## src/hdl/ccpse_pkg.sv

```systemverilog
// Package: shared types and constants for the parameter-set extractor.
`timescale 1ns / 1ps

package ccpse_pkg;

   // Codec kind codes
   localparam logic [1:0] CODEC_NONE = 2'd0;
   localparam logic [1:0] CODEC_AVC  = 2'd1;
   localparam logic [1:0] CODEC_HEVC = 2'd2;

   // Register indexes on the csr port
   localparam logic CSR_CODEC_KIND    = 1'b0;
   localparam logic CSR_RECORD_LENGTH = 1'b1;

   // Parameter set kinds
   localparam logic [1:0] KIND_VPS  = 2'd0;
   localparam logic [1:0] KIND_SPS  = 2'd1;
   localparam logic [1:0] KIND_PPS  = 2'd2;
   localparam logic [1:0] KIND_NONE = 2'd3;

   // Record layout constants
   localparam logic [15:0] AVC_MIN_LEN     = 16'd8;
   localparam logic [15:0] HEVC_MIN_LEN    = 16'd23;
   localparam logic [15:0] AVC_SPS_CNT_POS = 16'd5;
   localparam logic [15:0] HEVC_ARR_CNT_POS = 16'd22;
   localparam logic [7:0]  AVC_CNT_MASK    = 8'h1F;
   localparam logic [7:0]  HEVC_TYPE_MASK  = 8'h3F;
   localparam logic [7:0]  START_LAST_BYTE = 8'h01;
   localparam logic [5:0]  AVC_GT_SPS      = 6'd1;
   localparam logic [5:0]  AVC_GT_PPS      = 6'd2;
   localparam logic [5:0]  HEVC_GT_VPS     = 6'd32;
   localparam logic [5:0]  HEVC_GT_SPS     = 6'd33;
   localparam logic [5:0]  HEVC_GT_PPS     = 6'd34;

   // Output queue geometry (depth is a power of two)
   localparam int QDEPTH = 8;
   localparam int QPTR_W = 3;
   localparam int QCNT_W = 4;
   localparam int MAX_EMIT = 4;

   typedef enum logic [3:0] {
      PH_HDR,
      PH_A_SPS_ENT,
      PH_LEN_LO,
      PH_A_PPS_CNT,
      PH_A_PPS_ENT,
      PH_H_ARR,
      PH_H_CNT_HI,
      PH_H_CNT_LO,
      PH_H_ENT,
      PH_PAY_KEEP,
      PH_PAY_SKIP,
      PH_DONE
   } phase_type;

   typedef struct packed {
      logic [1:0]  codec_kind;
      logic [15:0] record_length;
   } cfg_type;

   typedef struct packed {
      logic [7:0] out_byte;
      logic [1:0] set_kind;
      logic       unit_first;
      logic       unit_last;
   } result_type;

   // Words produced for one input byte: count is 0, 1 or 4
   typedef struct packed {
      logic [2:0]                  n;
      result_type [MAX_EMIT-1:0]   entry;
   } emit_type;

endpackage

```

## src/hdl/codec_config_param_set_extractor.sv

```systemverilog
// Top level: parameter-set extractor for avcC / hvcC configuration records.
//
//   channel  dir  handshake             payload
//   req      in   req_valid/req_stall   req_rec_byte
//   rsp      out  rsp_valid/rsp_stall   rsp_out_byte, rsp_set_kind,
//                                       rsp_unit_first, rsp_unit_last
//   csr      in   csr_we                csr_index, csr_wdata
//
// One record byte is taken per cycle while req is not stalled; its words are written
// into an 8-entry queue, which outputs one word per cycle while rsp is not stalled.
// A length field emits four start-code words at once, so req stalls while fewer
// than four slots are free. Reset is synchronous; any csr write restarts parsing.
`timescale 1ns / 1ps

module codec_config_param_set_extractor (
   input  logic        clock,
   input  logic        reset,
   input  logic        req_valid,
   output logic        req_stall,
   input  logic [7:0]  req_rec_byte,
   output logic        rsp_valid,
   input  logic        rsp_stall,
   output logic [7:0]  rsp_out_byte,
   output logic [1:0]  rsp_set_kind,
   output logic        rsp_unit_first,
   output logic        rsp_unit_last,
   input  logic        csr_we,
   input  logic        csr_index,
   input  logic [15:0] csr_wdata
);
   import ccpse_pkg::*;

   cfg_type    cfg_ff, cfg_in;
   emit_type   emit;
   result_type head;
   logic       room;
   logic       not_empty;
   logic       req_accept;
   logic       rsp_accept;

   // Configuration registers
   always_comb begin
      cfg_in = cfg_ff;
      if (csr_we) begin
         unique case (csr_index)
            CSR_CODEC_KIND:    cfg_in.codec_kind    = csr_wdata[1:0];
            CSR_RECORD_LENGTH: cfg_in.record_length = csr_wdata;
            default: ;
         endcase
      end
   end

   always_ff @(posedge clock) begin
      if (reset)
         cfg_ff <= '{CODEC_NONE, 16'd0};
      else
         cfg_ff <= cfg_in;
   end

   // Handshakes
   assign req_stall  = !room;
   assign req_accept = req_valid && room;
   assign rsp_valid  = not_empty;
   assign rsp_accept = not_empty && !rsp_stall;

   ccpse_parser u_parser (
      .clock    (clock),
      .reset    (reset),
      .clear    (csr_we),
      .accept   (req_accept),
      .rec_byte (req_rec_byte),
      .cfg      (cfg_ff),
      .emit     (emit)
   );

   ccpse_queue u_queue (
      .clock     (clock),
      .reset     (reset),
      .push      (emit),
      .pop       (rsp_accept),
      .head      (head),
      .not_empty (not_empty),
      .room      (room)
   );

   assign rsp_out_byte   = head.out_byte;
   assign rsp_set_kind   = head.set_kind;
   assign rsp_unit_first = head.unit_first;
   assign rsp_unit_last  = head.unit_last;

endmodule

```

## src/hdl/ccpse_parser.sv

```systemverilog
// Record parser: parse state registers and the per-byte decode logic.
`timescale 1ns / 1ps

module ccpse_parser (
   input  logic              clock,
   input  logic              reset,
   input  logic              clear,
   input  logic              accept,
   input  logic [7:0]        rec_byte,
   input  ccpse_pkg::cfg_type cfg,
   output ccpse_pkg::emit_type emit
);
   import ccpse_pkg::*;

   logic [15:0] pos_ff, pos_in;
   phase_type   phase_ff, phase_in;
   logic [7:0]  groups_ff, groups_in;
   logic [15:0] units_ff, units_in;
   logic [15:0] pay_ff, pay_in;
   logic [7:0]  lhigh_ff, lhigh_in;
   logic [5:0]  gtype_ff, gtype_in;
   logic [2:0]  taken_ff, taken_in;

   logic        active;
   logic        step;
   logic        room1, room2, room3;
   logic        len_fits;
   logic [15:0] unit_len;
   logic [15:0] pay_dec;
   logic [1:0]  kind;
   logic        keep;
   phase_type   ph;
   phase_type   after_ph;
   phase_type   long_ph;

   // Kept kind of the current group, KIND_NONE when not kept
   always_comb begin
      kind = KIND_NONE;
      if (cfg.codec_kind == CODEC_AVC) begin
         if (gtype_ff == AVC_GT_SPS)      kind = KIND_SPS;
         else if (gtype_ff == AVC_GT_PPS) kind = KIND_PPS;
      end else begin
         if (gtype_ff == HEVC_GT_VPS)      kind = KIND_VPS;
         else if (gtype_ff == HEVC_GT_SPS) kind = KIND_SPS;
         else if (gtype_ff == HEVC_GT_PPS) kind = KIND_PPS;
      end
   end

   assign keep = (kind != KIND_NONE) && !taken_ff[kind];

   // Where to go after a whole unit, and after a unit that overruns the record
   always_comb begin
      if (cfg.codec_kind == CODEC_AVC) begin
         after_ph = (gtype_ff == AVC_GT_SPS) ? PH_A_SPS_ENT : PH_DONE;
         long_ph  = (gtype_ff == AVC_GT_SPS) ? PH_A_PPS_CNT : PH_DONE;
      end else begin
         after_ph = PH_H_ENT;
         long_ph  = PH_H_ARR;
      end
   end

   // Gating and bounds checks
   assign active = ((cfg.codec_kind == CODEC_AVC) && (cfg.record_length >= AVC_MIN_LEN)) ||
                   ((cfg.codec_kind == CODEC_HEVC) && (cfg.record_length >= HEVC_MIN_LEN));
   assign step   = accept && active && (pos_ff < cfg.record_length);
   assign room1  = ({1'b0, pos_ff} + 17'd1) < {1'b0, cfg.record_length};
   assign room2  = ({1'b0, pos_ff} + 17'd2) < {1'b0, cfg.record_length};
   assign room3  = ({1'b0, pos_ff} + 17'd3) < {1'b0, cfg.record_length};
   assign unit_len = {lhigh_ff, rec_byte};
   assign len_fits = ({2'b0, pos_ff} + 18'd1 + {2'b0, unit_len}) <= {2'b0, cfg.record_length};
   assign pay_dec  = (pay_ff == 16'd0) ? 16'd0 : pay_ff - 16'd1;

   // Next state and emitted words
   always_comb begin
      pos_in    = pos_ff;
      phase_in  = phase_ff;
      groups_in = groups_ff;
      units_in  = units_ff;
      pay_in    = pay_ff;
      lhigh_in  = lhigh_ff;
      gtype_in  = gtype_ff;
      taken_in  = taken_ff;
      emit      = '0;
      ph        = phase_ff;

      // An entry phase with nothing left falls through on the same byte
      if ((phase_ff == PH_A_SPS_ENT || phase_ff == PH_A_PPS_ENT || phase_ff == PH_H_ENT) &&
          !((units_ff != 16'd0) && room2)) begin
         if (phase_ff == PH_A_SPS_ENT)  ph = PH_A_PPS_CNT;
         else if (phase_ff == PH_H_ENT) ph = PH_H_ARR;
         else                           ph = PH_DONE;
      end

      if (clear) begin
         pos_in    = '0;
         phase_in  = PH_HDR;
         groups_in = '0;
         units_in  = '0;
         pay_in    = '0;
         lhigh_in  = '0;
         gtype_in  = '0;
         taken_in  = '0;
      end else if (step) begin
         pos_in = pos_ff + 16'd1;
         unique case (ph)
            PH_HDR: begin
               if (cfg.codec_kind == CODEC_AVC && pos_ff == AVC_SPS_CNT_POS) begin
                  units_in = {8'd0, rec_byte & AVC_CNT_MASK};
                  gtype_in = AVC_GT_SPS;
                  phase_in = PH_A_SPS_ENT;
               end else if (cfg.codec_kind == CODEC_HEVC && pos_ff == HEVC_ARR_CNT_POS) begin
                  groups_in = rec_byte;
                  phase_in  = PH_H_ARR;
               end
            end
            PH_A_SPS_ENT, PH_A_PPS_ENT, PH_H_ENT: begin
               units_in = units_ff - 16'd1;
               lhigh_in = rec_byte;
               phase_in = PH_LEN_LO;
            end
            PH_LEN_LO: begin
               if (!len_fits) begin
                  phase_in = long_ph;
               end else begin
                  if (keep) begin
                     taken_in       = taken_ff | (3'b001 << kind);
                     emit.n         = 3'd4;
                     emit.entry[0]  = '{8'h00, kind, 1'b1, 1'b0};
                     emit.entry[1]  = '{8'h00, kind, 1'b0, 1'b0};
                     emit.entry[2]  = '{8'h00, kind, 1'b0, 1'b0};
                     emit.entry[3]  = '{START_LAST_BYTE, kind, 1'b0, unit_len == 16'd0};
                  end
                  pay_in = unit_len;
                  if (unit_len == 16'd0)
                     phase_in = after_ph;
                  else
                     phase_in = keep ? PH_PAY_KEEP : PH_PAY_SKIP;
               end
            end
            PH_A_PPS_CNT: begin
               if (room1) begin
                  units_in = {8'd0, rec_byte};
                  gtype_in = AVC_GT_PPS;
                  phase_in = PH_A_PPS_ENT;
               end else begin
                  phase_in = PH_DONE;
               end
            end
            PH_H_ARR: begin
               if (groups_ff != 8'd0 && room3) begin
                  groups_in = groups_ff - 8'd1;
                  gtype_in  = rec_byte[5:0] & HEVC_TYPE_MASK[5:0];
                  phase_in  = PH_H_CNT_HI;
               end else begin
                  phase_in = PH_DONE;
               end
            end
            PH_H_CNT_HI: begin
               lhigh_in = rec_byte;
               phase_in = PH_H_CNT_LO;
            end
            PH_H_CNT_LO: begin
               units_in = {lhigh_ff, rec_byte};
               phase_in = PH_H_ENT;
            end
            PH_PAY_KEEP, PH_PAY_SKIP: begin
               pay_in = pay_dec;
               if (ph == PH_PAY_KEEP) begin
                  emit.n        = 3'd1;
                  emit.entry[0] = '{rec_byte, kind, 1'b0, pay_dec == 16'd0};
               end
               if (pay_dec == 16'd0)
                  phase_in = after_ph;
            end
            PH_DONE: phase_in = PH_DONE;
            default: ;
         endcase
      end
   end

   // State registers
   always_ff @(posedge clock) begin
      if (reset) begin
         pos_ff    <= '0;
         phase_ff  <= PH_HDR;
         groups_ff <= '0;
         units_ff  <= '0;
         pay_ff    <= '0;
         lhigh_ff  <= '0;
         gtype_ff  <= '0;
         taken_ff  <= '0;
      end else begin
         pos_ff    <= pos_in;
         phase_ff  <= phase_in;
         groups_ff <= groups_in;
         units_ff  <= units_in;
         pay_ff    <= pay_in;
         lhigh_ff  <= lhigh_in;
         gtype_ff  <= gtype_in;
         taken_ff  <= taken_in;
      end
   end

`ifndef NO_ASSERTIONS
   // Words only come from a length field or a kept payload byte
   a_emit_phase: assert property (@(posedge clock) disable iff (reset)
      (emit.n != 3'd0) |-> (phase_ff == PH_LEN_LO || phase_ff == PH_PAY_KEEP || ph == PH_LEN_LO))
      else $error("parser emitted outside a unit");
   // Either nothing, one payload byte or a full start code
   a_emit_count: assert property (@(posedge clock) disable iff (reset)
      emit.n == 3'd0 || emit.n == 3'd1 || emit.n == 3'd4)
      else $error("bad emit count");
   // The byte position never passes the record end
   a_pos_bound: assert property (@(posedge clock) disable iff (reset)
      pos_ff <= cfg.record_length)
      else $error("byte position past record end");
`endif

endmodule

```

## src/hdl/ccpse_queue.sv

```systemverilog
// Result queue: takes up to four words per cycle, delivers one per cycle when popped.
`timescale 1ns / 1ps

module ccpse_queue (
   input  logic                    clock,
   input  logic                    reset,
   input  ccpse_pkg::emit_type     push,
   input  logic                    pop,
   output ccpse_pkg::result_type   head,
   output logic                    not_empty,
   output logic                    room
);
   import ccpse_pkg::*;

   result_type        q_mem_ff [QDEPTH];
   logic [QPTR_W-1:0] q_wr_ff, q_wr_in;
   logic [QPTR_W-1:0] q_rd_ff, q_rd_in;
   logic [QCNT_W-1:0] q_count_ff, q_count_in;

   // Pointer and fill count update
   always_comb begin
      q_wr_in    = q_wr_ff + QPTR_W'(push.n);
      q_rd_in    = pop ? q_rd_ff + QPTR_W'(1) : q_rd_ff;
      q_count_in = q_count_ff + QCNT_W'(push.n) - QCNT_W'(pop);
   end

   assign head      = q_mem_ff[q_rd_ff];
   assign not_empty = (q_count_ff != '0);
   assign room      = (q_count_ff <= QCNT_W'(QDEPTH - MAX_EMIT));

   // Storage: entries land at consecutive slots
   always_ff @(posedge clock) begin
      for (int i = 0; i < MAX_EMIT; i++) begin
         if (3'(i) < push.n)
            q_mem_ff[q_wr_ff + QPTR_W'(i)] <= push.entry[i];
      end
   end

   always_ff @(posedge clock) begin
      if (reset) begin
         q_wr_ff    <= '0;
         q_rd_ff    <= '0;
         q_count_ff <= '0;
      end else begin
         q_wr_ff    <= q_wr_in;
         q_rd_ff    <= q_rd_in;
         q_count_ff <= q_count_in;
      end
   end

`ifndef NO_ASSERTIONS
   // Fill count stays within the storage
   a_no_overflow: assert property (@(posedge clock) disable iff (reset)
      q_count_ff <= QCNT_W'(QDEPTH))
      else $error("queue overflow");
   // A lone pop removes exactly one word
   a_pop_count: assert property (@(posedge clock) disable iff (reset)
      (pop && push.n == 3'd0) |=> (q_count_ff == $past(q_count_ff) - QCNT_W'(1)))
      else $error("queue count slip on pop");
`endif

endmodule

```

## config.mk

```make
export PLATFORM = sky130hd
export DESIGN_NAME = codec_config_param_set_extractor
export DESIGN_NICKNAME = d
export VERILOG_FILES = /design/src/hdl/ccpse_pkg.sv /design/src/hdl/codec_config_param_set_extractor.sv /design/src/hdl/ccpse_parser.sv /design/src/hdl/ccpse_queue.sv
export SDC_FILE = /design/constraint.sdc
export NUM_CORES = 1
export LEC_CHECK = 0
export BUFFER_PORTS_ARGS = -buffer_cell sky130_fd_sc_hd__clkbuf_2
export CAP_MARGIN = 20
export CORE_MARGIN = 2
export CORE_UTILIZATION = 30
export CTS_CLUSTER_DIAMETER = 150
export DETAILED_ROUTE_END_ITERATION = 12
export PLACE_DENSITY = 0.41
export SKIP_CTS_REPAIR_TIMING = 1
export SLEW_MARGIN = 0
export SYNTH_ARGS = -nofsm -noshare
export SYNTH_HDL_FRONTEND = slang
export SYNTH_HIERARCHICAL = 1
export SYNTH_SLANG_ARGS = --single-unit
```

## constraint.sdc

```tcl
create_clock -name clock -period 15.3 [get_ports clock]
set_input_delay 1.53 -clock clock [delete_from_list [all_inputs] [get_ports clock]]
set_output_delay 1.53 -clock clock [all_outputs]
set_load 0.03 [all_outputs]
```

# Word level (Yosys, flattened, before mapping)
# Memory sizes are Yosys's and may differ from the RTL's. A register that Yosys moved wholly into a read port is not among the register bits.
# Cells that the tools add are included.
word_totals:
  register_bits: 105
  ram_bits: 96
  inputBits: 30
  out_inout_bits: 14
  word_cells: 179
  n_memories: 1
memory_table:
  columns: ["memory", "depth", "width", "rd", "rd_clocked_by_memory_dff", "write_ports", "line", "text"]
  rows:
  - ["u_queue.q_mem_ff", 8, 12, 1, 1, 4, "ccpse_queue.sv:15", "result_type q_mem_ff [QDEPTH];"]
classes:
  addsub: 16
  n_lt_le_gt_ge: 13
  n_eq_ne: 32
  n_shift: 1
  mux: 57
  bitwise: 2
  n_reduce_logical: 44
ops:
  columns: ["cell", "n"]
  rows:
  - ["51-bit 2-to-1 mux", 4]
  - ["16-bit 2-to-1 mux", 4]
  - ["16-bit one-hot mux with 4 select lines", 1]
  - ["4-bit 2-to-1 mux", 14]
  - ["17-bit by 16-bit less-than comparator with 1-bit output", 3]
  - ["16-bit zero test", 3]
  - ["36-bit 2-to-1 mux", 1]
  - ["4-bit one-hot mux with 9 select lines", 1]
  - ["16-bit by 1-bit adder with 17-bit output (second input constant)", 2]
  - ["16-bit by 2-bit adder with 17-bit output (second input constant)", 2]
  - ["16-bit one-hot mux with 2 select lines", 1]
  - ["16-bit by 1-bit subtractor with 16-bit output (second input constant)", 2]
  - ["8-bit 2-to-1 mux", 3]
  - ["12-bit one-hot mux with 2 select lines", 1]
  - ["4-bit by 3-bit == test with 1-bit output (second input constant)", 5]
  - ["4-bit == test (second input constant)", 5]
  - ["18-bit by 16-bit adder with 18-bit output", 1]
  - ["6-bit == test (second input constant)", 3]
  - ["18-bit by 16-bit less-or-equal comparator with 1-bit output", 1]
  - ["6-bit 2-to-1 mux", 3]
  - ["6-bit one-hot mux with 3 select lines", 1]
  - ["16-bit by 1-bit adder with 16-bit output (second input constant)", 1]
  - ["16-bit by 3-bit == test with 1-bit output (second input constant)", 1]
  - ["16-bit by 5-bit == test with 1-bit output (second input constant)", 1]
  - ["49 further kinds", 101]

# Longest topological paths before layout
# Gate-level depths: netlist (run 1).
logic_depth:
  ltp_word: 17
  mapped_depth: 29
  ltp_nobuf: 26

# Hierarchy
# Netlist (run 1), hierarchy kept.
by_module_without_submodules:
  columns: ["module", "instances", "cells_per_inst", "area_per_inst_um2", "seq_area_each_um2"]
  rows:
  - ["ccpse_parser", 1, 1156, 8624.5, 1541.5]
  - ["ccpse_queue", 1, 683, 7133.1, 3143.0]
  - ["codec_config_param_set_extractor", 1, 83, 905.9, 360.3]

# Least setup slack after synthesis (run 1)
# OpenSTA, ideal clock, no wires.
synth_timing:
  path_type: "input -> register"
  start: "in req_rec_byte[1]"
  end: "mem u_queue/q_mem_ff[1][0] (netlist bit) (enable)"
  setup_time_ns: 0.425
  t_arrival_ns: 6.759
  t_required_ns: 14.875
  slack_ns: 8.115
  path_stages: 22
  path_buffers: 2
  path_cell_list: "ha_1 > nor2b_1 > o21ai_0 > a21boi_0 > o21ai_0 > a31oi_1 > a41o_1 > o41ai_1 > xnor2_1 > ha_1 > nand3_1 > nor2_1 > a211oi_1 > nand3_1 > o21a_1 > nor3_2 > nand3b_1 > inv_1 > buf_4 > buf_2 > o31ai_1 > o311ai_0"
synth_rtl:
  columns: ["element", "line", "text"]
  rows:
  - ["start: declaration", "codec_config_param_set_extractor.sv:20", "input logic [7:0] req_rec_byte,"]
  - ["end: declaration", "ccpse_queue.sv:15", null]

==> key figures, run 1 <==
Setup path
  • Crit path launch type: primary input
  • Slowest-stage cell, CP: inv_1
  • Crit path kind: primary input to flop
  • R2R depth: 23
  • Critical Path AT: 8100 ps
  • Worst path max stage delay: 620 ps
  • Critical Path Most Common Cell: nand3_1
  • Crit path cell chain: clkbuf_2 > ha_1 > nor2b_1 > o21ai_0 > a21boi_0 > o21ai_0 > a31oi_1 > a41o_1 > o41ai_1 > xnor2_1 > ha_1 > nand3_1 > nor2_1 > a211oi_1 > nand3_1 > o21a_1 > nor3_2 > nand3b_1 > inv_1 > nor2b_1 > nand3_1 > and2_1 > nand2_1
  • CP Data Required Time: 15,500 ps
  • Worst-path fanout max: 21
  • Crit. End Element: flop

Clock tree
  • CTS tree: built
  • CTS clk-pin slew, worst paths: 60 ps
  • # clock sinks: 204
  • CTS HTree Levels: 1
  • Clk root buf: clkbuf_16
  • Skew-Pair Late Insertion Delay: 570 ps
  • CTS Buf Count: 27
  • Max clock buf depth: 3

GRT
  • Antenna violations before repair: 0
  • First-pass GRT wire length: 90.9 mm
  • Vias in the first global route: 14,200
  • Pin count of the biggest net entering global routing: 40
  • Total gr overflow: 0
  • GRT Total Usage: 0.209

Logic synthesis
  • Cell with the most instances after synthesis: nand2_1
  • Sequential area share after synthesis: 0.303
  • Top cells by count, synth: nand2_1 (182), a21oi_1 (145), nor2_1 (125)
  • Ys async rst share: 0
  • Main flop type after synthesis: dfxtp_1
  • Post-Synthesis Cells: 1,922
  • FF+latch count, synth: 204
  • Ys Warns: 6
  • Cell area after synthesis: 16,700 um2
  • EDFF count, synth: 96
  • Post-synth cell types: 99
  • Top post-synthesis cells by area: edfxtp_1 (17%), dfxtp_1 (13%), ha_1 (8.4%)
  • Yosys top cell area share: 0.173
  • Top cell type by total area after synthesis: edfxtp_1
  • Syn_area_per_cell: 8.67 um2

Drt
  • DRT iter0 DRCs: 1,574
  • Avg WL per Cell: 23.2 um
  • Vias: 14,600
  • Drt via density: 5.57
  • Antenna Nets Post-Route: 0
  • Detailed Routing Iterations Pass 1: 5
  • Final wirelength: 60.6 mm
  • # DRC: 0

Die
  • Die area: 57,400 um2
  • Chip height: 240 um
  • Core Rows: 86
  • Die outline width: 240 um
  • # IOs: 44
  • Initial core utilization: 0.303
  • Core Region: 55,000 um2

Final layout
  • Layout Cells excl Fill: 2,615
  • Nets: 1,993
  • Final core utilization: 0.326
  • Fraction of layout instances using a drive strength above 1: 0.129
  • Antenna cells: 0
  • Layout Cell Area excl Fill: 17,900 um2
  • Area grow syn2layout: 7.58%

Timing
  • Worst Skew: 15.3 ps
  • Rel. slew slack: 0.318
  • Least-Margin Pin Slew: 1020 ps
  • Final min period: 7910 ps
  • Final setup violation count: 0
  • Final hold vios: 0
  • Final worst-path cycle share: 0.517
  • Max-slew violation count: 0
  • RSZ-0062 raised after global routing: false
  • Setup_tns: 0 ps
  • F_max: 0.126 GHz

Outcome
  • Run status: completed

Placed design
  • # port buffers: 43
  • Placed cells: 2,564
  • Routability cong.: 0.896
  • Dpl hpwl: 43.6 mm
  • Placed cell area: 17,100 um2

Pwr
  • Pwr Total: 1.53 mW
  • Sw frac: 0.311
  • Cell Pwr Density: 85.3 nW/um2
  • Leak: 6.79 nW
  • Sw power: 0.476 mW
  • Internal power: 1.05 mW
  • Worst VDD drop: 0.0743 mV
  • Gate power share: 0.201
  • Sequential power share: 0.407
  • Clock share of power: 0.392

Flow run
  • Max-Cap Viols: 0

Min path
  • WHS Path Cells: 2
  • Min-delay worst type: flop to flop
## worst max-delay path, delay by kind of cell
| kind | cells | cell delay, ps |
|---|---|---|
| xor+xnor | 1 | 170 |
| buf+inv | 2 | 860 |
| fa+ha+maj | 2 | 610 |
| simple gates | 10 | 3010 |
| compound gates | 8 | 1910 |
## flip-flops by register name, summed over array words and instances (netlist names), named ones only
register,flops
u_parser/pos_ff,16
u_queue/q_count_ff,4
u_queue/q_mem_ff,96
u_queue/q_rd_ff,3
u_parser/lhigh_ff,8
u_parser/groups_ff,8
cfg_ff,18
u_parser/pay_ff,16
u_parser/phase_ff,4
u_parser/gtype_ff,6
u_parser/taken_ff,3
u_queue/q_wr_ff,3
u_parser/units_ff,16
## per-stage QoR
step	hold slack (ps)	worst slack, ps
after detailed placement	454	6910
after global placement	448	7100
final	456	7390
after floorplan	422	8120
after global routing	477	6890
after CTS	462	7480
## layout make-up
type	instances	area (um2)
fillers	5769	37100
multi-input cells	1481	10500
well taps	748	936
repair buffers	69	425
clock buffers	38	747
flip-flops and latches	204	5050
clock inverters	10	65.1
inverters	65	244
## power groups by stage
stage	combinational, mW	clock [mW]	sequential (mW)
after global routing	0.334	0.641	0.627
final	0.307	0.599	0.622
after CTS	0.303	0.618	0.624
after detailed placement	0.302	0	0.635
after global placement	0.300	0	0.635
after floorplan	0.238	0	0.610
## cell families (layout without fill, tap and decap cells)
family,count (synthesis),in the layout,synth area share
compound gates,529,529,0.209
xor+xnor,91,91,0.0494
fa+ha+maj,116,116,0.0883
buf+inv,265,182,0.0768
flops,204,204,0.303
mux,117,117,0.0896
other cells,1,29,0.000225
simple gates,599,599,0.184
## worst paths after layout
check	startpoint	endpoint	slack, ps
worst max-delay path	req_rec_byte[1]	u_queue/q_mem_ff[2][8]	7390
worst max register to register	u_parser/pos_ff[0]	u_queue/q_mem_ff[2][8]	7970
worst min-delay path	u_parser/taken_ff[1]	u_parser/taken_ff[1]	460
worst min register to register	u_parser/taken_ff[1]	u_parser/taken_ff[1]	460
## cells in the final DEF (no fill, tap or decap), types with 23 or more instances in the layout
master and n:
nand2_1 182, a21oi_1 145, nor2_1 123, ha_1 112, dfxtp_1 107, o22ai_1 98, edfxtp_1 96, mux2i_1 76
inv_1 65, nand3_1 59, o21ai_0 56, a31oi_1 54, xnor2_1 48, clkbuf_2 43, nor3_1 42, xor2_1 41
conb_1 29, clkbuf_16 27, buf_4 24, mux4_2 24, nor2b_1 23
## metal layers
layer  vias to the layer above  share of wire  GRT usage
li1                       6909              -          -
met1                      7067           0.44      0.282
met2                       482           0.47      0.348
met5                         -              0          0
met4                         0          0.031     0.0640
met3                        99          0.055     0.0256
(Power assumes the default switching activity.)
==> inputs of run 2 (changes only) <==
==> constraint.sdc (replaced) <==
create_clock -name clock -period 7.6 [get_ports clock]
set_input_delay 0.76 -clock clock [delete_from_list [all_inputs] [get_ports clock]]
set_output_delay 0.76 -clock clock [all_outputs]
set_load 0.03 [all_outputs]
==> run 2 against run 1 <==
Against the previous run: via count decreased by 0.12%; largest power group is now clock; sequential share of layout area decreased by 0.46 points; die area is the same; core utilization grew 0.54 points; sequential cell count unchanged; critical endpoint is now u_queue/q_mem_ff[0][5].
==> key figures, run 2 (synthesized netlist as in run 1, its figures left out) <==
Final layout
  • Area grow syn2layout: 9.36%
  • Antenna cells: 0 (unchanged)
  • Largest register FFs: 96 (unchanged)
  • Layout Cell Area excl Fill: 18,200 um2 (+1.6%)
  • Top reg by flops: u_queue/q_mem_ff
  • Commonest non-fill, non-tap cell in the layout: nand2_1
  • Layout Cells excl Fill: 2,642 (+1.0%)
  • Fillers: 5,789 (+0.35%)
  • Fraction of layout instances using a drive strength above 1: 0.145 (+0.0156)
  • Nets: 2,018 (+1.3%)
  • Regs by FF count: u_queue/q_mem_ff x96, cfg_ff x18
  • Most frequent cells in the layout: nand2_1 (182), a21oi_1 (145), nor2_1 (125)

Timing
  • RSZ-0062 raised after global routing: false
  • F_max: 0.152 GHz
  • Rel. slew slack: 0.320 (+0.00154)
  • Final min period: 6580 ps
  • Max-slew violation count: 0 (unchanged)
  • Setup_tns: 0 ps (unchanged)
  • Final worst-path cycle share: 0.866
  • Final setup violation count: 0 (unchanged)
  • Final hold vios: 0 (unchanged)
  • Least-Margin Pin Slew: 1020 ps (+1.46 ps)
  • Setup slack after layout: 1020 ps (-6370 ps)
  • Worst Skew: 16.6 ps (+1.24 ps)

Clock tree
  • Skew-Pair Late Insertion Delay: 570 ps (about the same)
  • CTS clk-pin slew, worst paths: 60 ps (about the same)
  • Max clock buf depth: 3 (unchanged)
  • Clk root buf: clkbuf_16
  • # clock sinks: 204 (unchanged)
  • CTS HTree Levels: 1 (unchanged)
  • CTS Buf Count: 27 (unchanged)
  • CTS tree: built

Drt
  • Vias: 14,500 (-0.12%)
  • Antenna Nets Post-Route: 0 (unchanged)
  • Final wirelength: 59.7 mm (-1.5%)
  • Detailed Routing Iterations Pass 1: 6 (+1)
  • Drt via density: 5.50 (-1.1%)
  • Avg WL per Cell: 22.6 um (-2.5%)
  • # DRC: 0 (unchanged)
  • DRT iter0 DRCs: 1,296 (-18%)

Pwr
  • Worst VDD drop: 0.150 mV (+100%)
  • Clock share of power: 0.411 (+0.019)
  • Internal power: 2.24 mW (+110%)
  • Pwr Total: 3.22 mW (+110%)
  • Sw frac: 0.304 (-0.00741)
  • Gate power share: 0.204 (+0.003)
  • Sw power: 0.979 mW (+110%)
  • Leak: 6.97 nW (+2.7%)
  • Sequential power share: 0.385 (-0.022)
  • Cell Pwr Density: 177 nW/um2 (+110%)

Setup path
  • Critical Path Most Common Cell: nand3_1
  • CP Data Required Time: 7790 ps (-7710 ps)
  • Slowest-stage cell, CP: or3_1
  • Worst-path fanout max: 13 (-38%)
  • Crit path launch type: flop
  • RR Endpoint: u_queue/q_mem_ff[0][5]
  • R2R depth: 22 (-4.3%)
  • Crit. End Element: flop
  • Reg2reg start: u_parser/pos_ff[1]
  • Critical Path AT: 6770 ps (-1330 ps)
  • Worst path max stage delay: 530 ps (-90 ps)
  • Crit path cell chain: ha_1 > nor2b_1 > o21ai_0 > a21boi_0 > o21ai_0 > a31oi_1 > a41o_1 > o41ai_1 > xnor2_1 > ha_1 > nand3_1 > nor2_1 > a211oi_1 > nand3_1 > o21a_1 > nor3_2 > nand3b_1 > inv_1 > a21oi_1 > or3_1 > and2_4 > nand3_1
  • Worst R2R Setup Slack: 1020 ps (-6950 ps)
  • Crit path kind: flop to flop

GRT
  • Grt peak-use layer: met2
  • GRT Total Usage: 0.206 (-0.00317)
  • Met2 usage: 0.365 (+0.0170)
  • GR Layer Usage met1: 0.268 (-0.0145)
  • Vias in the first global route: 14,300 (+0.51%)
  • Met3 usage: 0.0220 (-0.00357)
  • Antenna violations before repair: 1 (+1)
  • Pin count of the biggest net entering global routing: 68 (+70%)
  • Total gr overflow: 0 (unchanged)
  • First-pass GRT wire length: 90.4 mm (-0.59%)

Die
  • # IOs: 44 (unchanged)
  • Core Rows: 86 (unchanged)
  • Chip height: 240 um (unchanged)
  • Initial core utilization: 0.303 (unchanged)
  • Core Region: 55,000 um2 (unchanged)
  • Die area: 57,400 um2 (unchanged)
  • Die outline width: 240 um (unchanged)

Min path
  • Hold Path Origin: csr_wdata[7]
  • Min-delay worst type: primary input to flop
  • WHS Path Cells: 3 (+1)
  • WHS Endpoint: cfg_ff[7]

Placed design
  • Worst slack, placed: 592 ps (-6320 ps)
  • Placed cell area: 17,300 um2 (+1.2%)
  • Placed cells: 2,591 (+1.1%)
  • Dpl hpwl: 43.4 mm (-0.52%)
  • Routability cong.: 0.871 (-2.7%)
  • # port buffers: 43 (unchanged)

Flow run
  • Max-Cap Viols: 0 (unchanged)

Outcome
  • Run status: completed
## run 2: cell types whose count changed in the layout (fill, tap and decap cells not counted), sizes merged
| cell | change |
|---|---|
| clkbuf | -3 |
| clkinvlp | +1 |
| buf | +25 |
| inv | +2 |
| bufinv | +2 |
## run 2: worst max path at each step
stage                                  start                      to  slack (ps)
after global placement       req_rec_byte[0]  u_queue/q_mem_ff[0][7]         730
final                     u_parser/pos_ff[1]  u_queue/q_mem_ff[0][5]        1020
after detailed placement     req_rec_byte[0]  u_queue/q_mem_ff[7][7]         590
after CTS                 u_parser/pos_ff[1]  u_queue/q_mem_ff[7][3]        1000
after floorplan              req_rec_byte[1]  u_queue/q_mem_ff[1][0]        1190
after global routing      u_parser/pos_ff[0]  u_queue/q_mem_ff[0][9]         450
## run 2: layer usage
layer	part of all wire	up-vias	wire length, um
li1	-	6956	-
met1	0.44	7134	26300
met2	0.50	377	29700
met3	0.042	72	2490
met4	0.020	0	1210
met5	0	-	0
## run 2: area by class of cell
| type | instances | area, um2 | area share |
|---|---|---|---|
| multi-input cells | 1481 | 10500 | 0.574 |
| clock inverters | 15 | 143 | 0.00783 |
| inverters | 65 | 244 | 0.0134 |
| well taps | 748 | 936 | 0.0514 |
| repair buffers | 94 | 618 | 0.0339 |
| flip-flops and latches | 204 | 5050 | 0.277 |
| clock buffers | 35 | 777 | 0.0426 |
## run 2: critical path: cells and delay by family, from the launching register on
kind                     cells  cell delay (ps)
flip-flops                   1              480
buffers and inverters        1              470
adder cells (fa/ha/maj)      2              560
AND/OR/NAND/NOR              9             2460
XOR/XNOR                     1              180
AO/OA/AOI/OAI                9             2050
## run 2: power by group through the flow
stage               Sequential (mW)  Combinational [mW]  Clock [mW]
detailed placement             1.28               0.619           0
CTS                            1.26               0.621        1.37
global placement               1.28               0.614           0
finish                         1.24               0.657        1.33
floorplan                      1.23               0.480           0
global route                   1.25               0.715        1.41
## run 2: stage by stage
stage | hold WS (ps) | util
6_report | 423 | 0.331
5_1_grt | 404 | 0.331
4_1_cts | 384 | 0.331
3_5_place_dp | 436 | 0.314
3_3_place_gp | 436 | 0.314
2_1_floorplan | 422 | -
==> inputs of run 3 (changes only) <==
--- a/config.mk
+++ b/config.mk
@@ -11,7 +11,7 @@
 export CORE_UTILIZATION = 30
 export CTS_CLUSTER_DIAMETER = 150
 export DETAILED_ROUTE_END_ITERATION = 12
-export PLACE_DENSITY = 0.41
+export PLACE_DENSITY = 0.43
 export SKIP_CTS_REPAIR_TIMING = 1
 export SLEW_MARGIN = 0
 export SYNTH_ARGS = -nofsm -noshare
==> constraint.sdc (replaced) <==
create_clock -name clock -period 6 [get_ports clock]
set_input_delay 0.6 -clock clock [delete_from_list [all_inputs] [get_ports clock]]
set_output_delay 0.6 -clock clock [all_outputs]
set_load 0.03 [all_outputs]
==> run 3 against run 2 <==
Against the previous run: sequential power is 28% higher; design area rose by 1.6%; count of clock-buffer cells in the layout increased by 7; maximum frequency increased by 21%; register-to-register slack got worse by 470 ps; die area is the same; first-iteration DRC count down 9.8%; critical path type unchanged; largest cell class unchanged.
==> key figures, run 3 (synthesized netlist as in run 1, its figures left out) <==
Drt
  • Detailed Routing Iterations Pass 1: 5 (-1)
  • Avg WL per Cell: 21.1 um (-6.5%)
  • DRT iter0 DRCs: 1,169 (-9.8%)
  • Final wirelength: 56.6 mm (-5.2%)
  • Drt via density: 5.45 (-0.89%)
  • # DRC: 0 (unchanged)
  • Antenna Nets Post-Route: 0 (unchanged)
  • Vias: 14,600 (+0.54%)

Pwr
  • Clock share of power: 0.423 (+0.012)
  • Sw frac: 0.295 (-0.00922)
  • Gate power share: 0.192 (-0.012)
  • Leak: 7.13 nW (+2.3%)
  • Sequential power share: 0.385 (about the same)
  • Worst VDD drop: 0.193 mV (+29%)
  • Internal power: 2.90 mW (+29%)
  • Sw power: 1.21 mW (+24%)
  • Cell Pwr Density: 222 nW/um2 (+26%)

GRT
  • GRT Total Usage: 0.195 (-0.0109)
  • Antenna violations before repair: 0 (-1)
  • Pin count of the biggest net entering global routing: 57 (-16%)
  • Total gr overflow: 0 (unchanged)
  • Vias in the first global route: 14,300 (-0.070%)
  • First-pass GRT wire length: 87.3 mm (-3.4%)

Timing
  • Final worst-path cycle share: 0.908 (+0.0423)
  • Setup_tns: 0 ps (unchanged)
  • Least-Margin Pin Slew: 967 ps (-52.9 ps)
  • Rel. slew slack: 0.355 (+0.0353)
  • Final hold vios: 0 (unchanged)
  • Worst Skew: 37.8 ps (+21.2 ps)
  • Max-slew violation count: 0 (unchanged)
  • Final min period: 5450 ps (-1130 ps)
  • F_max: 0.184 GHz (+21%)
  • Hold slack: 240 ps (-183 ps)
  • Final setup violation count: 0 (unchanged)
  • RSZ-0062 raised after global routing: false

Placed design
  • # port buffers: 43 (unchanged)
  • Dpl hpwl: 42.5 mm (-2.1%)
  • Placed cell area: 17,600 um2 (+1.6%)
  • Routability cong.: 0.886 (+1.7%)

Setup path
  • Worst R2R Setup Slack: 550 ps (-470 ps)
  • Critical Path Source: u_parser/pos_ff[0]
  • Worst-path fanout max: 13 (unchanged)
  • CP Data Required Time: 6240 ps (-1550 ps)
  • Reg2reg start: u_parser/pos_ff[0]
  • Critical Path AT: 5690 ps (-1080 ps)
  • R2R depth: 24 (+9.1%)
  • RR Endpoint: u_queue/q_mem_ff[1][7]
  • Crit path kind: flop to flop
  • Crit path launch type: flop
  • Crit. End Element: flop

Flow run
  • Max-Cap Viols: 0 (unchanged)

Final layout
  • Nets: 2,055 (+1.8%)
  • Largest register FFs: 96 (unchanged)
  • Final core utilization: 0.337 (+0.00530)
  • Area grow syn2layout: 11.1%
  • Top reg by flops: u_queue/q_mem_ff
  • Most frequent cells in the layout: nand2_1 (182), a21oi_1 (145), nor2_1 (125)
  • Regs by FF count: u_queue/q_mem_ff x96, cfg_ff x18
  • Layout Cell Area excl Fill: 18,500 um2 (+1.6%)
  • Commonest non-fill, non-tap cell in the layout: nand2_1
  • Fraction of layout instances using a drive strength above 1: 0.158 (+0.0137)
  • Antenna cells: 0 (unchanged)

Clock tree
  • Clk root buf: clkbuf_16
  • CTS Buf Count: 28 (+3.7%)
  • CTS tree: built
  • CTS clk-pin slew, worst paths: 60 ps (about the same)
  • Max clock buf depth: 3 (unchanged)
  • # clock sinks: 204 (unchanged)
  • Skew-Pair Late Insertion Delay: 580 ps (about the same)
  • CTS HTree Levels: 1 (unchanged)

Die
  • Chip height: 240 um (unchanged)
  • Die outline width: 240 um (unchanged)
  • Initial core utilization: 0.303 (unchanged)
  • Core Region: 55,000 um2 (unchanged)
  • Core Rows: 86 (unchanged)
  • # IOs: 44 (unchanged)
  • Die area: 57,400 um2 (unchanged)

Min path
  • WHS Path Cells: 3 (unchanged)
  • WHS Endpoint: cfg_ff[2]
  • Min-delay worst type: primary input to flop
  • Hold Path Origin: csr_wdata[2]

Outcome
  • Run status: completed
## run 3: cell count changes in the layout (fill, tap and decap cells not counted), moves of 3 or more
cell	before	now
buf_4	50	87
inv_6	3	0
clkbuf_1	2	8
clkinvlp_4	2	5
clkinv_2	7	1
## run 3: how the worst max path moves through the flow
stage	slack, ps	end	depth (start not counted)
global placement	140	u_queue/q_mem_ff[1][7]	24
floorplan	260	u_queue/q_mem_ff[1][0]	22
finish	550	u_queue/q_mem_ff[1][7]	24
detailed placement	170	u_queue/q_mem_ff[1][6]	24
CTS	420	u_queue/q_mem_ff[1][5]	24
global route	100	u_queue/q_mem_ff[5][6]	24
## run 3: power groups by stage
| stage | clock network [mW] | logic [mW] | registers (mW) |
|---|---|---|---|
| 2_1_floorplan | 0 | 0.608 | 1.56 |
| 3_5_place_dp | 0 | 0.784 | 1.62 |
| 3_3_place_gp | 0 | 0.780 | 1.62 |
| 5_1_grt | 1.84 | 0.858 | 1.60 |
| 4_1_cts | 1.79 | 0.787 | 1.59 |
| 6_report | 1.74 | 0.788 | 1.59 |
## run 3: through the flow
stage | instances | power (mW) | setup slack (ps)
after floorplan | 1950 | 2.16 | 258
after global placement | 2628 | 2.40 | 141
after detailed placement | 2628 | 2.40 | 174
after CTS | 2680 | 4.17 | 421
after global routing | 2680 | 4.30 | 105
final | 2680 | 4.11 | 551
## run 3: layer usage
metal	vias up	part of all wire	GRT usage
met2	365	0.49	0.340
met4	0	0.019	0.0420
met5	-	0	0
met1	7144	0.46	0.260
met3	69	0.039	0.0205
li1	7039	-	-
## run 3: final cells by class
cell class | count | area (um2)
fillers | 5755 | 36500
clock inverters | 10 | 136
multi-input cells | 1481 | 10500
inverters | 65 | 244
clock buffers | 42 | 825
well taps | 748 | 936
repair buffers | 130 | 868
flip-flops and latches | 204 | 5050
## run 3: worst max-delay path, cell delays in order, from the launching register on
cell,delay [ps]
dfxtp_1,310
inv_1,180
ha_1,230
nor2b_1,50
o21ai_0,190
a21boi_0,140
o21ai_0,260
a31oi_1,170
a41o_1,290
o41ai_1,310
xnor2_1,170
ha_1,260
nand3_1,110
nor2_1,60
a211oi_1,230
nand3_1,130
o21a_1,270
nor3_2,200
nand3b_1,150
inv_2,190
nand2_1,130
or3_4,480
and2_4,230
o311ai_2,80
buf_4,280
